==> config.mk <==
export PLATFORM = sky130hd
export DESIGN_NAME = shoulder_pivot_reach_scaler
export DESIGN_NICKNAME = d
export VERILOG_FILES = /design/src/rtl/sps_pkg.sv /design/src/rtl/sps_mac.sv /design/src/rtl/shoulder_pivot_reach_scaler.sv
export SDC_FILE = /design/constraint.sdc
export NUM_CORES = 2
export LEC_CHECK = 0
export BUFFER_PORTS_ARGS = -buffer_cell sky130_fd_sc_hd__buf_4
export CORE_MARGIN = 3
export CORE_UTILIZATION = 45
export CTS_CLUSTER_DIAMETER = 60
export DETAILED_ROUTE_END_ITERATION = 16
export SYNTH_ARGS = -nofsm -noshare
export SYNTH_HDL_FRONTEND = slang
export SYNTH_SLANG_ARGS = --single-unit
==> constraint.sdc <==
create_clock -name i_clk -period 18.4 [get_ports i_clk]
set_input_delay 0 -clock i_clk [delete_from_list [all_inputs] [get_ports i_clk]]
set_output_delay 0 -clock i_clk [all_outputs]
set_load 0.05 [all_outputs]
==> src/rtl/sps_pkg.sv <==
// Package for the shoulder pivot reach scaler: payload structs, register
// indexes, reset values, arithmetic widths and saturation helpers.
// No dependencies.
`default_nettype none
package sps_pkg;

    localparam int CFG_IDX_W = 3;

    localparam logic [CFG_IDX_W-1:0] CFG_EXT      = 3'd0;
    localparam logic [CFG_IDX_W-1:0] CFG_SHX      = 3'd1;
    localparam logic [CFG_IDX_W-1:0] CFG_SHY      = 3'd2;
    localparam logic [CFG_IDX_W-1:0] CFG_SHZ      = 3'd3;
    localparam logic [CFG_IDX_W-1:0] CFG_SMOOTH   = 3'd4;
    localparam logic [CFG_IDX_W-1:0] CFG_MINR     = 3'd5;
    localparam logic [CFG_IDX_W-1:0] CFG_LEFT_EN  = 3'd6;
    localparam logic [CFG_IDX_W-1:0] CFG_RIGHT_EN = 3'd7;

    localparam logic        [15:0] RST_EXT    = 16'd5325;
    localparam logic signed [15:0] RST_SHX    = 16'sd184;
    localparam logic signed [15:0] RST_SHY    = -16'sd205;
    localparam logic signed [15:0] RST_SHZ    = 16'sd82;
    localparam logic        [15:0] RST_SMOOTH = 16'd1638;
    localparam logic        [14:0] RST_MINR   = 15'd102;

    localparam logic [16:0] ALPHA_ONE = 17'd32768;
    localparam logic [16:0] ALPHA_MIN = 17'd328;

    localparam int MUL_A_W = 25;
    localparam int MUL_B_W = 21;
    localparam int PROD_W  = MUL_A_W + MUL_B_W;
    localparam int ACC_W   = PROD_W + 1;

    typedef struct packed {
        logic        hand_is_right;
        logic        poses_valid;
        logic [47:0] head_rot_row0;
        logic [47:0] head_rot_row1;
        logic [47:0] head_rot_row2;
        logic [47:0] head_position;
        logic [47:0] hand_position;
        logic [47:0] hand_velocity;
    } t_in;

    typedef struct packed {
        logic signed [15:0] out_pos_x;
        logic signed [15:0] out_pos_y;
        logic signed [15:0] out_pos_z;
        logic signed [15:0] out_vel_x;
        logic signed [15:0] out_vel_y;
        logic signed [15:0] out_vel_z;
        logic               modified;
    } t_out;

    typedef struct packed {
        logic en;
        logic acc_add;
    } t_mac_ctl;

    function automatic logic signed [23:0] f_sat24(input logic signed [27:0] x);
        logic signed [23:0] y;
        if (x > 28'sd8388607) begin
            y = 24'sd8388607;
        end else if (x < -28'sd8388608) begin
            y = -24'sd8388608;
        end else begin
            y = x[23:0];
        end
        return y;
    endfunction

    function automatic logic signed [15:0] f_sat16(input logic signed [27:0] x);
        logic signed [15:0] y;
        if (x > 28'sd32767) begin
            y = 16'sd32767;
        end else if (x < -28'sd32768) begin
            y = -16'sd32768;
        end else begin
            y = x[15:0];
        end
        return y;
    endfunction

endpackage
`default_nettype wire

==> src/rtl/sps_mac.sv <==
// Shared multiply-accumulate unit: registered signed product, then a
// registered accumulator that either loads or adds the product.
// Depends on sps_pkg.
`default_nettype none
module sps_mac (
    input  wire logic                                i_clk,
    input  wire sps_pkg::t_mac_ctl                   i_ctl,
    input  wire logic signed [sps_pkg::MUL_A_W-1:0]  i_a,
    input  wire logic signed [sps_pkg::MUL_B_W-1:0]  i_b,
    output logic signed [sps_pkg::ACC_W-1:0]         o_acc
);

    logic signed [sps_pkg::PROD_W-1:0] r_prod;
    logic signed [sps_pkg::ACC_W-1:0]  r_acc;

    always_ff @(posedge i_clk) begin
        if (i_ctl.en) begin
            r_prod <= i_a * i_b;
            if (i_ctl.acc_add) begin
                r_acc <= r_acc + sps_pkg::ACC_W'(r_prod);
            end else begin
                r_acc <= sps_pkg::ACC_W'(r_prod);
            end
        end
    end

    assign o_acc = r_acc;

endmodule
`default_nettype wire

==> src/rtl/shoulder_pivot_reach_scaler.sv <==
// Shoulder pivot reach scaler top level: config registers, sequencer,
// smoother state and output register around the shared MAC.
// Depends on sps_pkg and sps_mac.
//
//  channel   | valid        | ready        | payload
//  ----------+--------------+--------------+---------------------------
//  input     | i_valid      | o_ready      | i_data  (sps_pkg::t_in)
//  output    | o_valid      | i_ready      | o_data  (sps_pkg::t_out)
//  config    | i_cfg_valid  | o_cfg_ready  | i_cfg_index, i_cfg_data
//
// An extended sample runs 24 MAC steps through the single 25x21 multiplier,
// then passes the done state, which waits for the output register, and the
// idle state before the next input transfer.
// A disabled hand or invalid pose skips the MAC steps; a short arm aborts them unmodified.
// Reset clears the state machine and smoother primed bits and loads the config defaults.
// A waiting result sits in the output register while the next sample enters;
// a finished sample holds until that register frees.
`default_nettype none
module shoulder_pivot_reach_scaler (
    input  wire logic                           i_clk,
    input  wire logic                           i_rst_n,
    input  wire logic                           i_valid,
    output logic                                o_ready,
    input  wire sps_pkg::t_in                   i_data,
    output logic                                o_valid,
    input  wire logic                           i_ready,
    output sps_pkg::t_out                       o_data,
    input  wire logic                           i_cfg_valid,
    output logic                                o_cfg_ready,
    input  wire logic [sps_pkg::CFG_IDX_W-1:0]  i_cfg_index,
    input  wire logic [15:0]                    i_cfg_data
);

    localparam logic [1:0] ST_IDLE = 2'd0;
    localparam logic [1:0] ST_RUN  = 2'd1;
    localparam logic [1:0] ST_DONE = 2'd2;

    localparam logic [4:0] SQ_ROT  = 5'd0;
    localparam logic [4:0] SQ_SQR  = 5'd9;
    localparam logic [4:0] SQ_MINR = 5'd12;
    localparam logic [4:0] SQ_TGT  = 5'd13;
    localparam logic [4:0] SQ_SMO  = 5'd16;
    localparam logic [4:0] SQ_VEL  = 5'd19;
    localparam logic [4:0] SQ_LAST = 5'd23;

    localparam int AW = sps_pkg::MUL_A_W;
    localparam int BW = sps_pkg::MUL_B_W;
    localparam int CW = sps_pkg::ACC_W;

    logic [1:0]  r_state, n_state;
    logic [4:0]  r_step, n_step;
    logic        r_ovalid, n_ovalid;

    logic        [15:0] r_ext;
    logic signed [15:0] r_shx, r_shy, r_shz;
    logic        [15:0] r_smooth;
    logic        [14:0] r_minr;
    logic               r_left_en, r_right_en;

    sps_pkg::t_in       r_in;
    sps_pkg::t_out      r_res;
    sps_pkg::t_out      r_out;
    logic signed [19:0] r_shd [3];
    logic signed [20:0] r_arm [3];
    logic        [42:0] r_len2;
    logic signed [23:0] r_tgt [3];
    logic signed [23:0] r_sv  [3];
    logic signed [23:0] r_sm  [2][3];
    logic [1:0]         r_primed;

    logic signed [15:0] w_rot  [3][3];
    logic signed [15:0] w_head [3];
    logic signed [15:0] w_pos  [3];
    logic signed [15:0] w_vel  [3];
    logic signed [16:0] w_loc  [3];
    logic signed [23:0] w_scur [3];
    logic signed [23:0] w_snew [3];
    logic        [16:0] w_alpha;
    logic signed [AW-1:0] w_a;
    logic signed [BW-1:0] w_b;
    logic signed [BW-1:0] w_extb;
    logic signed [CW-1:0] w_acc;
    logic signed [CW-1:0] w_rnd12, w_rnd14, w_rnd15;
    logic [1:0]         w_row;
    logic signed [19:0] w_shd_new;
    logic signed [20:0] w_arm_new;
    logic               w_short;
    logic               w_hand;
    logic               w_in_xfer;
    logic               w_in_enabled;
    logic               w_load_out;
    sps_pkg::t_mac_ctl  w_ctl;

    assign w_hand      = r_in.hand_is_right;
    assign o_ready     = (r_state == ST_IDLE);
    assign o_cfg_ready = 1'b1;
    assign w_in_xfer   = i_valid && o_ready;
    assign w_in_enabled = i_data.hand_is_right ? r_right_en : r_left_en;
    assign w_load_out  = (r_state == ST_DONE) && (!r_ovalid || i_ready);
    assign o_valid     = r_ovalid;
    assign o_data      = r_out;

    always_comb begin
        for (int k = 0; k < 3; k++) begin
            w_rot[0][k] = r_in.head_rot_row0[16*k +: 16];
            w_rot[1][k] = r_in.head_rot_row1[16*k +: 16];
            w_rot[2][k] = r_in.head_rot_row2[16*k +: 16];
            w_head[k]   = r_in.head_position[16*k +: 16];
            w_pos[k]    = r_in.hand_position[16*k +: 16];
            w_vel[k]    = r_in.hand_velocity[16*k +: 16];
        end
    end

    always_comb begin
        w_loc[0] = w_hand ? 17'(r_shx) : -17'(r_shx);
        w_loc[1] = 17'(r_shy);
        w_loc[2] = 17'(r_shz);
        if (r_smooth > 16'(sps_pkg::ALPHA_ONE - sps_pkg::ALPHA_MIN)) begin
            w_alpha = sps_pkg::ALPHA_MIN;
        end else begin
            w_alpha = sps_pkg::ALPHA_ONE - 17'(r_smooth);
        end
        w_extb = BW'({1'b0, r_ext});
    end

    always_comb begin
        for (int k = 0; k < 3; k++) begin
            w_scur[k] = r_primed[w_hand] ? r_sm[w_hand][k] : r_tgt[k];
            w_snew[k] = sps_pkg::f_sat24(28'(r_sv[k]) + $signed(w_rnd15[27:0]));
        end
    end

    // operand select for the product issued this step
    always_comb begin
        w_a   = '0;
        w_b   = '0;
        w_row = 2'd0;
        case (r_step)
            SQ_ROT:        begin w_a = AW'(w_rot[0][0]); w_b = BW'(w_loc[0]); end
            SQ_ROT + 5'd1: begin w_a = AW'(w_rot[0][1]); w_b = BW'(w_loc[1]); end
            SQ_ROT + 5'd2: begin w_a = AW'(w_rot[0][2]); w_b = BW'(w_loc[2]); end
            SQ_ROT + 5'd3: begin w_a = AW'(w_rot[1][0]); w_b = BW'(w_loc[0]); end
            SQ_ROT + 5'd4: begin
                w_a = AW'(w_rot[1][1]); w_b = BW'(w_loc[1]); w_row = 2'd0;
            end
            SQ_ROT + 5'd5: begin w_a = AW'(w_rot[1][2]); w_b = BW'(w_loc[2]); end
            SQ_ROT + 5'd6: begin w_a = AW'(w_rot[2][0]); w_b = BW'(w_loc[0]); end
            SQ_ROT + 5'd7: begin
                w_a = AW'(w_rot[2][1]); w_b = BW'(w_loc[1]); w_row = 2'd1;
            end
            SQ_ROT + 5'd8: begin w_a = AW'(w_rot[2][2]); w_b = BW'(w_loc[2]); end
            SQ_SQR:        begin w_a = AW'(r_arm[0]); w_b = BW'(r_arm[0]); end
            SQ_SQR + 5'd1: begin
                w_a = AW'(r_arm[1]); w_b = BW'(r_arm[1]); w_row = 2'd2;
            end
            SQ_SQR + 5'd2: begin w_a = AW'(r_arm[2]); w_b = BW'(r_arm[2]); end
            SQ_MINR:       begin w_a = AW'({1'b0, r_minr}); w_b = BW'({1'b0, r_minr}); end
            SQ_TGT:        begin w_a = AW'(r_arm[0]); w_b = w_extb; end
            SQ_TGT + 5'd1: begin w_a = AW'(r_arm[1]); w_b = w_extb; end
            SQ_TGT + 5'd2: begin w_a = AW'(r_arm[2]); w_b = w_extb; end
            SQ_SMO:        begin
                w_a = AW'(r_tgt[0]) - AW'(w_scur[0]); w_b = BW'(w_alpha);
            end
            SQ_SMO + 5'd1: begin
                w_a = AW'(r_tgt[1]) - AW'(w_scur[1]); w_b = BW'(w_alpha);
            end
            SQ_SMO + 5'd2: begin
                w_a = AW'(r_tgt[2]) - AW'(w_scur[2]); w_b = BW'(w_alpha);
            end
            SQ_VEL:        begin w_a = AW'(w_vel[0]); w_b = w_extb; end
            SQ_VEL + 5'd1: begin w_a = AW'(w_vel[1]); w_b = w_extb; end
            SQ_VEL + 5'd2: begin w_a = AW'(w_vel[2]); w_b = w_extb; end
            default:       begin w_a = '0; w_b = '0; end
        endcase
    end

    assign w_ctl.en      = (r_state == ST_RUN);
    assign w_ctl.acc_add = r_step inside {5'd2, 5'd3, 5'd5, 5'd6, 5'd8, 5'd9, 5'd11, 5'd12};

    sps_mac u_mac (
        .i_clk (i_clk),
        .i_ctl (w_ctl),
        .i_a   (w_a),
        .i_b   (w_b),
        .o_acc (w_acc)
    );

    assign w_rnd12 = (w_acc + 47'sd2048) >>> 12;
    assign w_rnd14 = (w_acc + 47'sd8192) >>> 14;
    assign w_rnd15 = (w_acc + 47'sd16384) >>> 15;
    assign w_shd_new = 20'(28'(w_head[w_row]) + $signed(w_rnd14[27:0]));
    assign w_arm_new = 21'(w_pos[w_row]) - 21'(w_shd_new);
    assign w_short   = r_len2 < w_acc[42:0];

    always_comb begin
        n_state  = r_state;
        n_step   = r_step;
        n_ovalid = r_ovalid && !i_ready;
        case (r_state)
            ST_IDLE: begin
                if (w_in_xfer) begin
                    n_step = SQ_ROT;
                    if (w_in_enabled && i_data.poses_valid) begin
                        n_state = ST_RUN;
                    end else begin
                        n_state = ST_DONE;
                    end
                end
            end
            ST_RUN: begin
                if ((r_step == SQ_TGT + 5'd1) && w_short) begin
                    n_state = ST_DONE;
                end else if (r_step == SQ_LAST) begin
                    n_state = ST_DONE;
                end else begin
                    n_step = r_step + 5'd1;
                end
            end
            ST_DONE: begin
                if (w_load_out) begin
                    n_state  = ST_IDLE;
                    n_ovalid = 1'b1;
                end
            end
            default: begin
                n_state = ST_IDLE;
            end
        endcase
    end

    always_ff @(posedge i_clk) begin
        if (!i_rst_n) begin
            r_state  <= ST_IDLE;
            r_step   <= SQ_ROT;
            r_ovalid <= 1'b0;
        end else begin
            r_state  <= n_state;
            r_step   <= n_step;
            r_ovalid <= n_ovalid;
        end
    end

    always_ff @(posedge i_clk) begin
        if (!i_rst_n) begin
            r_ext      <= sps_pkg::RST_EXT;
            r_shx      <= sps_pkg::RST_SHX;
            r_shy      <= sps_pkg::RST_SHY;
            r_shz      <= sps_pkg::RST_SHZ;
            r_smooth   <= sps_pkg::RST_SMOOTH;
            r_minr     <= sps_pkg::RST_MINR;
            r_left_en  <= 1'b1;
            r_right_en <= 1'b1;
        end else if (i_cfg_valid) begin
            case (i_cfg_index)
                sps_pkg::CFG_EXT:      r_ext      <= i_cfg_data;
                sps_pkg::CFG_SHX:      r_shx      <= i_cfg_data;
                sps_pkg::CFG_SHY:      r_shy      <= i_cfg_data;
                sps_pkg::CFG_SHZ:      r_shz      <= i_cfg_data;
                sps_pkg::CFG_SMOOTH:   r_smooth   <= i_cfg_data;
                sps_pkg::CFG_MINR:     r_minr     <= i_cfg_data[14:0];
                sps_pkg::CFG_LEFT_EN:  r_left_en  <= i_cfg_data[0];
                sps_pkg::CFG_RIGHT_EN: r_right_en <= i_cfg_data[0];
                default: begin
                end
            endcase
        end
    end

    always_ff @(posedge i_clk) begin
        if (!i_rst_n) begin
            r_primed <= 2'b00;
        end else if (w_in_xfer) begin
            if (w_in_enabled && !i_data.poses_valid) begin
                r_primed[i_data.hand_is_right] <= 1'b0;
            end
        end else if (r_state == ST_RUN) begin
            if ((r_step == SQ_TGT + 5'd1) && w_short) begin
                r_primed[w_hand] <= 1'b0;
            end else if (r_step == SQ_SMO + 5'd4) begin
                r_primed[w_hand] <= 1'b1;
            end
        end
    end

    always_ff @(posedge i_clk) begin
        if (w_load_out) begin
            r_out <= r_res;
        end
        if (w_in_xfer) begin
            r_in              <= i_data;
            r_res.out_pos_x   <= i_data.hand_position[15:0];
            r_res.out_pos_y   <= i_data.hand_position[31:16];
            r_res.out_pos_z   <= i_data.hand_position[47:32];
            r_res.out_vel_x   <= i_data.hand_velocity[15:0];
            r_res.out_vel_y   <= i_data.hand_velocity[31:16];
            r_res.out_vel_z   <= i_data.hand_velocity[47:32];
            r_res.modified    <= 1'b0;
        end else if (r_state == ST_RUN) begin
            case (r_step)
                SQ_ROT + 5'd4: begin
                    r_shd[0] <= w_shd_new;
                    r_arm[0] <= w_arm_new;
                end
                SQ_ROT + 5'd7: begin
                    r_shd[1] <= w_shd_new;
                    r_arm[1] <= w_arm_new;
                end
                SQ_SQR + 5'd1: begin
                    r_shd[2] <= w_shd_new;
                    r_arm[2] <= w_arm_new;
                end
                SQ_TGT: begin
                    r_len2 <= w_acc[42:0];
                end
                SQ_TGT + 5'd2: begin
                    r_tgt[0] <= sps_pkg::f_sat24(28'(r_shd[0]) + $signed(w_rnd12[27:0]));
                end
                SQ_SMO: begin
                    r_tgt[1] <= sps_pkg::f_sat24(28'(r_shd[1]) + $signed(w_rnd12[27:0]));
                    r_sv[0]  <= w_scur[0];
                end
                SQ_SMO + 5'd1: begin
                    r_tgt[2] <= sps_pkg::f_sat24(28'(r_shd[2]) + $signed(w_rnd12[27:0]));
                    r_sv[1]  <= w_scur[1];
                end
                SQ_SMO + 5'd2: begin
                    r_sv[2]         <= w_scur[2];
                    r_sm[w_hand][0] <= w_snew[0];
                    r_res.out_pos_x <= sps_pkg::f_sat16(28'(w_snew[0]));
                end
                SQ_SMO + 5'd3: begin
                    r_sm[w_hand][1] <= w_snew[1];
                    r_res.out_pos_y <= sps_pkg::f_sat16(28'(w_snew[1]));
                end
                SQ_SMO + 5'd4: begin
                    r_sm[w_hand][2] <= w_snew[2];
                    r_res.out_pos_z <= sps_pkg::f_sat16(28'(w_snew[2]));
                end
                SQ_VEL + 5'd2: begin
                    r_res.out_vel_x <= sps_pkg::f_sat16($signed(w_rnd12[27:0]));
                end
                SQ_VEL + 5'd3: begin
                    r_res.out_vel_y <= sps_pkg::f_sat16($signed(w_rnd12[27:0]));
                end
                SQ_LAST: begin
                    r_res.out_vel_z <= sps_pkg::f_sat16($signed(w_rnd12[27:0]));
                    r_res.modified  <= 1'b1;
                end
                default: begin
                end
            endcase
        end
    end

`ifndef SYNTHESIS
    a_step_range: assert property (@(posedge i_clk) disable iff (!i_rst_n)
        (r_state == ST_RUN) |-> (r_step <= SQ_LAST))
        else $error("sequencer step beyond last step");

    a_busy_after_xfer: assert property (@(posedge i_clk) disable iff (!i_rst_n)
        (i_valid && o_ready) |=> !o_ready)
        else $error("input ready right after a transfer");

    a_primed_after_smooth: assert property (@(posedge i_clk) disable iff (!i_rst_n)
        (r_state == ST_RUN && r_step == SQ_SMO + 5'd4) |=> r_primed[r_in.hand_is_right])
        else $error("smoother not primed after update");

    a_short_arm_abort: assert property (@(posedge i_clk) disable iff (!i_rst_n)
        (r_state == ST_RUN && r_step == SQ_TGT + 5'd1 && w_short)
        |=> (r_state == ST_DONE && !r_res.modified))
        else $error("short arm did not pass through");
`endif

endmodule
`default_nettype wire
==> flow_metrics.tcl <==
set metrics [dict create \
    synth_area_leaders "edfxtp_1 (39%), fa_1 (13%), ha_1 (7.7%), nand2_1 (4.6%), inv_1 (4.2%)" \
    cts_root_buffer "clkbuf_16" \
    start_util_pct 45.6 \
    vias_per_cell 5.82 \
    cts_buffers 137 \
    antenna_left 0 \
    setup_violations 0 \
    max_stage_delay_ns 0.95 \
    synth_top_area_share_pct 39.0 \
    tightest_slew_ns 1.48 \
    max_freq_mhz 71.8 \
    maxCapViolCount 1 \
    die_w_um 424 \
    grt_usage_pct 31.2 \
    path_class "reg -> reg" \
    routed_wl_um 284000 \
    grt_pass1_vias 64100 \
    finalCritPeriodShare_pct 75.7 \
    drtPass1Iterations 9 \
    multi_input_area_sq_um 41900 \
    drc 0 \
    min_period_ns 13.93 \
    clk_latency_ns 0.83 \
    dieHeight_um 424 \
    rsz0062_at_grt "false" \
    vias 63700 \
    crit_fanout 120 \
    hold_viol 0 \
    synth-async-reset-ratio_pct 0 \
    skew_ns 0.0685 \
    cts.clk_slew.worst_paths_ns 0.06 \
    ys_seq_area_share_pct 41.7 \
    yosysWarnings 0 \
    drt_iter0_markers 6914 \
    wire_per_inst_um 26.0 \
    gp_congestion 0.953 \
    antenna_found_initial 28 \
    syn_to_final_growth_pct 21.9 \
    boundaryPins 414 \
    synth_cell_types 94 \
    synth_cells 7500 \
    startpoint_type "flop" \
    dieArea_sq_um 180000 \
    outcome "finished with violations" \
    syn_nets 8820 \
    synth-edff-count 1022 \
    fillCellCount 14700 \
    end_kind "flop" \
    final_cells 11000 \
    slew_violations 0 \
    tns_ns 0 \
    place_hpwl_um 212000 \
    synth_seq_cells 1131 \
    nNetsFinal 9826 \
    port_buffers 412 \
    cts.sinks 1131 \
    placed_cells 10100 \
    cpMostUsedCell "fa_1" \
    cts_resized 0 \
    grt_pass1_wl_um 416000 \
    drive_gt1_share_pct 10.2 \
    worst_path_max_delay_cell "buf_4" \
    yosys.area.top_type "edfxtp_1" \
    ff_latch_area_sq_um 32900 \
    cts_tree "done" \
    slew_headroom_pct 0.968 \
    ys.flop_type "edfxtp_1" \
    overflow 0 \
    critPathArrivalTime_ns 14.46 \
    synth_area_sq_um 78700 \
    worstPathRequired_ns 18.93 \
    hold_class "in -> reg" \
    grt_max_degree 122 \
    syn_area_per_cell_sq_um 10.5 \
    htree_levels 4 \
    whs_ns 0.0465 \
    core_sq_um 173000 \
    rows 152 \
    failed_checks "max-capacitance violations" \
    clockBufferDepth 3 \
]
==> final timing paths <==
| check | from | endpoint | slack [ns] | cells after the start |
|---|---|---|---|---|
| max | w_hand | u_mac.r_prod[42] | 4.47 | 37 |
| min | i_data[29] | r_res[30] | 0.05 | 3 |
| max reg2reg | w_hand | u_mac.r_prod[42] | 4.47 | 37 |
| min reg2reg | r_res[33] | o_data[33] | 0.40 | 0 |
==> worst max-delay path, delay by kind of cell (launching register included) <==
kind / cells / cell delay (ns)
compound gates: 13 / 3.45
xor+xnor: 1 / 0.15
fa+ha+maj: 10 / 5.07
buf+inv: 8 / 1.94
flops: 1 / 0.81
mux: 1 / 0.64
simple gates: 4 / 1.54
==> metal layers <==
layer  vias up  wire (um)  share of wire, %  global-route usage (%)
met1     31400     112000                39                    40.1
met3       777      24600               8.7                    6.11
met2      3206     131000                46                    50.2
met4        12      16900               5.9                    16.2
li1      28300          -                 -                       -
met5         -         82             0.029                       0
==> cell type report <==
cell class                      instances  area share (%)
Clock buffer                          163            3.74
Tap cell                             2310            3.01
Sequential cell                      1131            34.2
Antenna cell                           23          0.0599
Inverter                              877            3.44
Clock inverter                         90            1.20
Multi-Input combinational cell       5199            43.7
Timing Repair Buffer                 1160            10.7
==> flip-flops by register name, indices dropped and copies added (netlist names), 2 cells and up, named ones only <==
| register | count |
|---|---|
| r_in | 288 |
| r_sm | 144 |
| o_data | 97 |
| r_res | 97 |
| r_sv | 72 |
| r_tgt | 72 |
| r_arm | 63 |
| r_shd | 60 |
| r_len2 | 43 |
| u_mac.o_acc | 43 |
| u_mac.r_prod | 43 |
| r_ext | 16 |
| r_shx | 16 |
| r_shy | 16 |
| r_shz | 16 |
| r_smooth | 16 |
| r_minr | 15 |
| r_step | 5 |
| r_state | 2 |
==> synth_stat cells, drive strengths merged (12+ instances only) <==
cell,n
a31oi,68
ha,485
o21a,121
a2111oi,21
a221o,24
or3,36
nor2b,79
o2111ai,19
dfxtp,109
edfxtp,1022
inv,874
a21oi,297
a21o,126
a21boi,69
nand2,956
clkbuf,267
nand2b,96
xnor2,269
fa,521
o211ai,69
a31o,14
a211oi,40
and2,107
o21bai,28
mux2i,84
o22ai,30
o311ai,12
o31ai,33
and3,51
a22oi,80
a22o,41
a221oi,24
a222oi,33
nor4,28
nand4,53
xor2,153
or2,14
o31a,12
nor2,371
buf,26
nand3,157
o21ai,337
nor3,102
==> placed cells by master (no fill, tap or decap), types with 48 or more instances in the layout <==
master	count
edfxtp_1	1022
nand2_1	955
inv_1	871
dlygate4sd3_1	611
buf_4	549
fa_1	521
ha_1	485
nor2_1	363
o21ai_0	319
a21oi_1	296
xnor2_1	267
nand3_1	156
xor2_1	153
clkbuf_16	139
a21o_1	126
o21a_1	121
dfxtp_1	108
and2_1	107
nand2b_1	95
nor3_1	93
mux2i_1	83
a22oi_1	80
nor2b_1	78
a21boi_0	69
o211ai_1	69
a31oi_1	67
nand4_1	53
and3_1	48
==> metrics by stage <==
stage               instance area, sq um  utilization, %  setup WS [ns]
finish                             96000            55.6           4.47
floorplan                          78700               -           7.26
detailed placement                 85100            49.3           4.53
CTS                                96000            55.6           4.52
global placement                   85100            49.3           4.97
global route                       96000            55.6           3.52
==> kinds of logic (layout without fill, tap and decap cells) <==
family | count (synthesis) | after routing | share of synthesized area [%]
AND/OR/NAND/NOR | 2092 | 2092 | 12.1
flip-flops | 1131 | 1131 | 41.7
other | 1 | 24 | 0.00476
adder cells (fa/ha/maj) | 1006 | 1006 | 21.0
multiplexers | 92 | 92 | 1.18
XOR/XNOR | 422 | 422 | 4.71
AO/OA/AOI/OAI | 1586 | 1586 | 13.7
buffers and inverters | 1170 | 2290 | 5.61
==> what timing repair did <==
action,in CTS,in global routing
buffers inserted,0,0
hold endpoints to repair,519,0
hold buffers,611,0
Power is not shown: default switching activity piles up to over one toggle a cycle in this logic, so the estimate is an artifact.
